<file path="src/hw/rtl/rgbhsv_pkg.sv">
// Shared widths and scale constants for the RGB to HSV pixel converter.
// No dependencies; the converter and its checker import it.
package rgbhsv_pkg;

  // Channel and result field widths.
  localparam int CH_W  = 8;
  localparam int OUT_W = 7;

  // Percentage scale and the full-scale channel code.
  localparam int PCT        = 100;
  localparam int FULL_SCALE = 255;

  // Datapath widths: delta*100 and max*100 fit in 15 bits, the hue numerator
  // and denominator (6*delta) in 11 bits, and the hue numerator times 100 in 18.
  localparam int PROD_W     = 15;
  localparam int HUE_NUM_W  = 11;
  localparam int HUE_PROD_W = 18;

  // Front-end stages ahead of the dividers; one divider stage per quotient bit.
  localparam int FRONT_STAGES = 3;
  localparam int PIPE_LAT     = FRONT_STAGES + OUT_W;

endpackage

</file>
<file path="src/hw/rtl/rgbhsv_divider.sv">
// Pipelined restoring divider, one quotient bit per register stage.
// Stand-alone; the converter instantiates it for hue and saturation.
module rgbhsv_divider #(
  parameter int DIVIDEND_W = 15,
  parameter int DIVISOR_W  = 8,
  parameter int Q_W        = 7
) (
  input  logic                  clk,
  input  logic                  rst,
  input  logic                  in_valid,
  input  logic [DIVIDEND_W-1:0] dividend,
  input  logic [DIVISOR_W-1:0]  divisor,
  output logic                  out_valid,
  output logic [Q_W-1:0]        quotient
);

  // The caller guarantees the quotient fits in Q_W bits. A zero divisor
  // gives a zero quotient.
  localparam int W = (DIVIDEND_W > DIVISOR_W + Q_W) ? DIVIDEND_W : DIVISOR_W + Q_W;

  logic [W-1:0]         rem_s [Q_W];
  logic [DIVISOR_W-1:0] dvs_s [Q_W];
  logic [Q_W-1:0]       quo_s [Q_W+1];
  logic                 vld_s [Q_W+1];

  assign rem_s[0] = W'(dividend);
  assign dvs_s[0] = divisor;
  assign quo_s[0] = '0;
  assign vld_s[0] = in_valid;

  for (genvar i = 0; i < Q_W; i++) begin : g_stage
    localparam int Shift = Q_W - 1 - i;
    logic [W-1:0] trial;
    logic         fits;

    assign trial = W'(dvs_s[i]) << Shift;
    assign fits  = (dvs_s[i] != '0) && (rem_s[i] >= trial);

    always_ff @(posedge clk) begin
      if (rst) begin
        vld_s[i+1] <= 1'b0;
      end else begin
        vld_s[i+1] <= vld_s[i];
      end
    end

    always_ff @(posedge clk) begin
      quo_s[i+1] <= {quo_s[i][Q_W-2:0], fits};
    end

    if (i < Q_W - 1) begin : g_carry
      always_ff @(posedge clk) begin
        rem_s[i+1] <= fits ? rem_s[i] - trial : rem_s[i];
        dvs_s[i+1] <= dvs_s[i];
      end
    end
  end

  assign out_valid = vld_s[Q_W];
  assign quotient  = quo_s[Q_W];

endmodule

</file>
<file path="src/hw/rtl/rgb_to_hsv_pixel.sv">
// Top level of the RGB to HSV pixel converter.
// Depends on rgbhsv_pkg and rgbhsv_divider.
//
// One pixel beat of three 8-bit channels is taken on every clock at which
// start is high, and its hue, saturation and value leave with done high for
// a single cycle. The pipeline is fully streamed: three front-end stages find
// max, min and the hue sector and form the dividends, then two 7-stage
// restoring dividers, one quotient bit per stage, produce hue and saturation
// in parallel. Value is a division by the constant 255, done with a
// reciprocal multiply and carried through a 7-stage delay line so it leaves
// with the other two. The front-end and divider depth set the latency; the
// rate is one pixel per clock. busy is always low, and because the receiver
// cannot stall, results must be captured in the cycle that done is high. Gray
// and black pixels give hue 0 and saturation 0; value is computed as usual.
module rgb_to_hsv_pixel (
  input  logic                          clk,
  input  logic                          rst,
  input  logic                          start,
  output logic                          busy,
  input  logic [rgbhsv_pkg::CH_W-1:0]   blue,
  input  logic [rgbhsv_pkg::CH_W-1:0]   green,
  input  logic [rgbhsv_pkg::CH_W-1:0]   red,
  output logic                          done,
  output logic [rgbhsv_pkg::OUT_W-1:0]  hue,
  output logic [rgbhsv_pkg::OUT_W-1:0]  saturation,
  output logic [rgbhsv_pkg::OUT_W-1:0]  value
);

  import rgbhsv_pkg::*;

  // For a dividend n up to 25500, floor(n/255) equals ((n+1)*257) >> 16.
  localparam int VAL_RECIP  = 257;
  localparam int VAL_SHIFT  = 16;
  localparam int VAL_PROD_W = VAL_SHIFT + OUT_W;

  // Which channel holds the maximum; red wins ties, then green.
  typedef enum logic [1:0] {
    SECTOR_RED,
    SECTOR_GREEN,
    SECTOR_BLUE
  } sector_t;

  assign busy = 1'b0;

  // Stage 1: maximum, delta, sector and the signed channel difference.
  logic [CH_W-1:0] mx_c, mn_c, bg_max, bg_min;
  sector_t         sec_c;
  logic [CH_W:0]   diff_c;

  always_comb begin
    bg_max = (blue > green) ? blue : green;
    bg_min = (blue < green) ? blue : green;
    mx_c   = (red > bg_max) ? red : bg_max;
    mn_c   = (red < bg_min) ? red : bg_min;
    if (red >= mx_c) begin
      sec_c  = SECTOR_RED;
      diff_c = {1'b0, green} - {1'b0, blue};
    end else if (green >= mx_c) begin
      sec_c  = SECTOR_GREEN;
      diff_c = {1'b0, blue} - {1'b0, red};
    end else begin
      sec_c  = SECTOR_BLUE;
      diff_c = {1'b0, red} - {1'b0, green};
    end
  end

  logic            v1;
  logic [CH_W-1:0] mx1, dl1;
  sector_t         sec1;
  logic [CH_W:0]   diff1;

  always_ff @(posedge clk) begin
    if (rst) begin
      v1 <= 1'b0;
    end else begin
      v1 <= start && !busy;
    end
  end

  always_ff @(posedge clk) begin
    mx1   <= mx_c;
    dl1   <= mx_c - mn_c;
    sec1  <= sec_c;
    diff1 <= diff_c;
  end

  // Stage 2: hue numerator wrapped into 0 .. 6*delta-1, and the 6*delta
  // denominator; the saturation and value dividends are scaled by 100.
  logic [HUE_NUM_W-1:0] base_c, den_c;
  logic [HUE_NUM_W:0]   num_c;

  always_comb begin
    unique case (sec1)
      SECTOR_RED:   base_c = '0;
      SECTOR_GREEN: base_c = HUE_NUM_W'(dl1) << 1;
      SECTOR_BLUE:  base_c = HUE_NUM_W'(dl1) << 2;
      default:      base_c = '0;
    endcase
    den_c = (HUE_NUM_W'(dl1) << 2) + (HUE_NUM_W'(dl1) << 1);
    num_c = {1'b0, base_c} + {{(HUE_NUM_W - CH_W){diff1[CH_W]}}, diff1};
    // Only the red sector can go negative; one turn brings it back.
    if (num_c[HUE_NUM_W]) begin
      num_c = num_c + {1'b0, den_c};
    end
  end

  logic                 v2;
  logic [HUE_NUM_W-1:0] num2, den2;
  logic [PROD_W-1:0]    satn2, valn2;
  logic [CH_W-1:0]      mx2;

  always_ff @(posedge clk) begin
    if (rst) begin
      v2 <= 1'b0;
    end else begin
      v2 <= v1;
    end
  end

  always_ff @(posedge clk) begin
    num2  <= num_c[HUE_NUM_W-1:0];
    den2  <= den_c;
    satn2 <= PROD_W'(dl1) * PROD_W'(PCT);
    valn2 <= PROD_W'(mx1) * PROD_W'(PCT);
    mx2   <= mx1;
  end

  // Stage 3: scale the hue numerator by 100 so all three results start
  // together.
  logic                  v3;
  logic [HUE_PROD_W-1:0] huen3;
  logic [HUE_NUM_W-1:0]  den3;
  logic [PROD_W-1:0]     satn3, valn3;
  logic [CH_W-1:0]       mx3;

  always_ff @(posedge clk) begin
    if (rst) begin
      v3 <= 1'b0;
    end else begin
      v3 <= v2;
    end
  end

  always_ff @(posedge clk) begin
    huen3 <= HUE_PROD_W'(num2) * HUE_PROD_W'(PCT);
    den3  <= den2;
    satn3 <= satn2;
    valn3 <= valn2;
    mx3   <= mx2;
  end

  // Dividers. A gray pixel has a zero hue denominator, which the divider
  // turns into hue 0; its saturation dividend is zero as well.
  logic hue_vld, sat_vld;

  rgbhsv_divider #(
    .DIVIDEND_W (HUE_PROD_W),
    .DIVISOR_W  (HUE_NUM_W),
    .Q_W        (OUT_W)
  ) u_hue_div (
    .clk       (clk),
    .rst       (rst),
    .in_valid  (v3),
    .dividend  (huen3),
    .divisor   (den3),
    .out_valid (hue_vld),
    .quotient  (hue)
  );

  rgbhsv_divider #(
    .DIVIDEND_W (PROD_W),
    .DIVISOR_W  (CH_W),
    .Q_W        (OUT_W)
  ) u_sat_div (
    .clk       (clk),
    .rst       (rst),
    .in_valid  (v3),
    .dividend  (satn3),
    .divisor   (mx3),
    .out_valid (sat_vld),
    .quotient  (saturation)
  );

  // Value: max*100 over 255 by reciprocal multiply, then one register per
  // divider stage so it lines up with hue and saturation.
  logic [VAL_PROD_W-1:0] val_prod_c;
  logic [OUT_W-1:0]      val_d [OUT_W];

  assign val_prod_c = (VAL_PROD_W'(valn3) + VAL_PROD_W'(1)) * VAL_PROD_W'(VAL_RECIP);

  always_ff @(posedge clk) begin
    val_d[0] <= val_prod_c[VAL_SHIFT +: OUT_W];
    for (int k = 1; k < OUT_W; k++) begin
      val_d[k] <= val_d[k-1];
    end
  end

  assign value = val_d[OUT_W-1];

  // The two valid lines run in lockstep.
  assign done = hue_vld && sat_vld;

endmodule

</file>
<file path="config.mk">
export PLATFORM = sky130hd
export DESIGN_NAME = rgb_to_hsv_pixel
export DESIGN_NICKNAME = d
export VERILOG_FILES = /design/src/hw/rtl/rgbhsv_pkg.sv /design/src/hw/rtl/rgbhsv_divider.sv /design/src/hw/rtl/rgb_to_hsv_pixel.sv
export SDC_FILE = /design/constraint.sdc
export NUM_CORES = 1
export LEC_CHECK = 0
export BUFFER_PORTS_ARGS = -buffer_cell sky130_fd_sc_hd__buf_2
export CAP_MARGIN = 25
export CORE_ASPECT_RATIO = 0.75
export CORE_MARGIN = 10
export CORE_UTILIZATION = 45
export DETAILED_ROUTE_END_ITERATION = 8
export PLACE_DENSITY = 0.57
export SYNTH_ARGS = -nofsm -noshare
export SYNTH_HDL_FRONTEND = slang
export SYNTH_SLANG_ARGS = --single-unit
export TNS_END_PERCENT = 30
</file>
<file path="constraint.sdc">
create_clock -name clk -period 7.6 [get_ports clk]
set_clock_uncertainty 0.15 [all_clocks]
set_input_delay 1.52 -clock clk [delete_from_list [all_inputs] [get_ports clk]]
set_output_delay 1.52 -clock clk [all_outputs]
set_load 0.005 [all_outputs]
</file>
==> impl_metrics.env <==
export IMPL_outcome="finished clean"
export IMPL_die_w_um=290.4
export IMPL_max_slew_margin=0.3667
export IMPL_clk_latency_ns=0.60
export IMPL_ys_seq_elements=528
export IMPL_via_count=17030
export IMPL_overflow=0
export IMPL_min_delay_start="u_sat_div.quo_s[18]"
export IMPL_stdcell_area_um2=27680
export IMPL_crit_buf_inv=5
export IMPL_slowest_delay_ns=0.40
export IMPL_tightest_slew_ns=0.9468
export IMPL_cp_end_kind="register"
export IMPL_cpMostUsedCell="ha_1"
export IMPL_postCtsResizedCells=0
export IMPL_cts_setup_buffers=0
export IMPL_ys_types=76
export IMPL_tritoncts="built"
export IMPL_synth_nets=2903
export IMPL_synth_compound_area_frac=0.1217
export IMPL_clockBufferDepth=3
export IMPL_fin_crit_sh=0.8682
export IMPL_yosys_area_share_xor_xnor=0.05040
export IMPL_cp_arrival_ns=6.96
export IMPL_antenna_found_initial=0
export IMPL_period_needed_ns=6.598
export IMPL_routabilityCongestion=0.8807
export IMPL_grt_pass1_vias=17000
export IMPL_grt_pass1_wl_um=84240
export IMPL_synth_top_family_by_area="adder cells"
export IMPL_grtUsageTotal=0.1562
export IMPL_nets=2984
export IMPL_hpwlAfterDp_um=40680
export IMPL_drt_wl_total_um=51250
export IMPL_clk_pin_slew_ns=0.06
export IMPL_cp_max_fo=16
export IMPL_hold_class="register to register"
export IMPL_final_common_cell="dfxtp_1"
export IMPL_postCtsHoldBufs=0
export IMPL_required_ns=7.96
export IMPL_synth_fa_ha_area_frac=0.1870
export IMPL_netlist_area_um2=24670
export IMPL_setup_violations=0
export IMPL_slowest_stage="o211ai_1"
export IMPL_vias_per_cell=5.044
export IMPL_finalHoldViolCount=0
export IMPL_drt_pre_antenna_iters=5
export IMPL_die_h_um=222.8
export IMPL_synthMuxAreaShare=0.03230
export IMPL_max_freq_mhz=151.6
export IMPL_startpoint="blue[2]"
export IMPL_post_route_util=0.5092
export IMPL_die_area_um2=64700
export IMPL_multi_input_area_um2=12700
export IMPL_wl_per_cell_um=15.18
export IMPL_syn_avg_cell_area_um2=9.753
export IMPL_clockRootBuffer="clkbuf_16"
export IMPL_path_delay_family="compound AO/OA/AOI/OAI gates"
export IMPL_register_area_um2=10570
export IMPL_drc=0
export IMPL_drt_iter0_drc=837
export IMPL_yosysSeqAreaShare=0.4284
export IMPL_drive_gt1_frac=0.08930
export IMPL_place_area_um2=25800
export IMPL_num_io_pins=50
export IMPL_final_cell_mix="dfxtp_1, inv_1, ha_1"
export IMPL_async_reset_ff_frac=0
export IMPL_reg2reg_from="sec1[0]"
export IMPL_fillers=4832
export IMPL_finalSetupTns_ns=0
export IMPL_cts_sinks=528
export IMPL_initial_utilization=0.4540
export IMPL_antenna_cells=0
export IMPL_core_um2=54350
export IMPL_htree_levels=2
export IMPL_synth_main_ff_cell="dfxtp_1"
export IMPL_yosysWarnings=0
export IMPL_placementRows=74
export IMPL_finalMaxSlewViolations=0
export IMPL_postRouteAntennaNets=0
export IMPL_yosys_area_share_simple=0.1214
export IMPL_synth_edf_count=0
export IMPL_crit_path_start_kind="input port"
export IMPL_io_buffers=48
export IMPL_drv_cap=0
export IMPL_syn_instance_count=2530
export IMPL_cts_made_buffers=53
export IMPL_grt_max_degree=23
export IMPL_rsz0062_at_grt="false"
export IMPL_critical_path_class="input port to register"
export IMPL_area_growth_pct=12.16
==> cells in the mapped netlist (9+ instances only) <==
master    count  area [um2]
nand2_1     170       638.1
a21o_1       37       277.8
buf_4        15       112.6
and3_1       10       62.56
or3_1         9       56.30
ha_1        311        3891
nor3b_1      11       82.58
o31ai_1      35       262.8
nand2b_1     26       162.7
nor3_1       39       195.2
xnor2_1      76       665.6
o21a_1       21       157.7
o21bai_1     21       157.7
mux2_2       44       495.5
inv_1       324        1216
nand4_1      32       200.2
nand3_1      27       135.1
xor2_1       66       578.1
a21oi_1      86       430.4
mux2i_1      26       260.3
a21boi_0     52       390.4
nor4_1       34       212.7
dfxtp_1     528       10570
o21ai_0     135       675.7
clkbuf_1     24       90.09
nor2_1      157       589.3
fa_1         35       700.7
nor2b_1      54       337.8
==> worst paths after layout <==
kind,end,slack [ns],depth (start not counted)
worst max-delay path,diff1[1],1.00,27
worst max register to register,num2[10],3.51,15
worst min-delay path,u_sat_div.quo_s[12],0.15,0
worst min register to register,u_sat_div.quo_s[12],0.15,0
==> per-layer routing <==
metal / GRT usage / up-vias / routed length, um / part of all wire
met2: 0.2647 / 280 / 23390 / 0.46
met4: 0.04791 / 0 / 1220 / 0.024
met5: 0 / - / 0 / 0
met1: 0.2016 / 7882 / 24750 / 0.48
met3: 0.02455 / 81 / 1895 / 0.037
li1: - / 8787 / - / -
==> cell type report <==
type | count | share of cell area
multi-input combinational | 1634 | 0.4587
timing repair buffer | 69 | 0.01496
tap | 722 | 0.03264
clock buffer | 74 | 0.05588
clock inverter | 24 | 0.01175
inverter | 325 | 0.04408
sequential | 528 | 0.3819
==> logic make-up (layout without fill, tap and decap cells) <==
logic type	after synthesis	count (layout)
xor gates and xnor gates	142	142
buffers and inverters	368	492
muxes	73	73
AOI/OAI and AO/OA	460	460
other	1	1
and+or+nand+nor	610	610
DFF	528	528
adders and majority gates	348	348
==> sequential cells by signal, summed over array words and instances (netlist names), 16 cells and up <==
name / cells
u_hue_div.quo_s: 21
u_hue_div.dvs_s: 59
huen3: 16
u_hue_div.rem_s: 96
u_sat_div.dvs_s: 48
u_sat_div.quo_s: 21
val_d: 49
u_sat_div.rem_s: 76
==> metrics by stage <==
stage          instances  hold slack (ns)  worst slack [ns]
5_1_grt             3376           0.1547            0.4413
2_1_floorplan       2530           0.1596            0.5879
4_1_cts             3376           0.1512             1.035
3_3_place_gp        3275           0.1595            0.4576
3_5_place_dp        3278           0.1621            0.4179
6_report            3376           0.1492             1.002
Power is not shown: default switching activity piles up to over one toggle a cycle in this logic, so the estimate is an artifact.
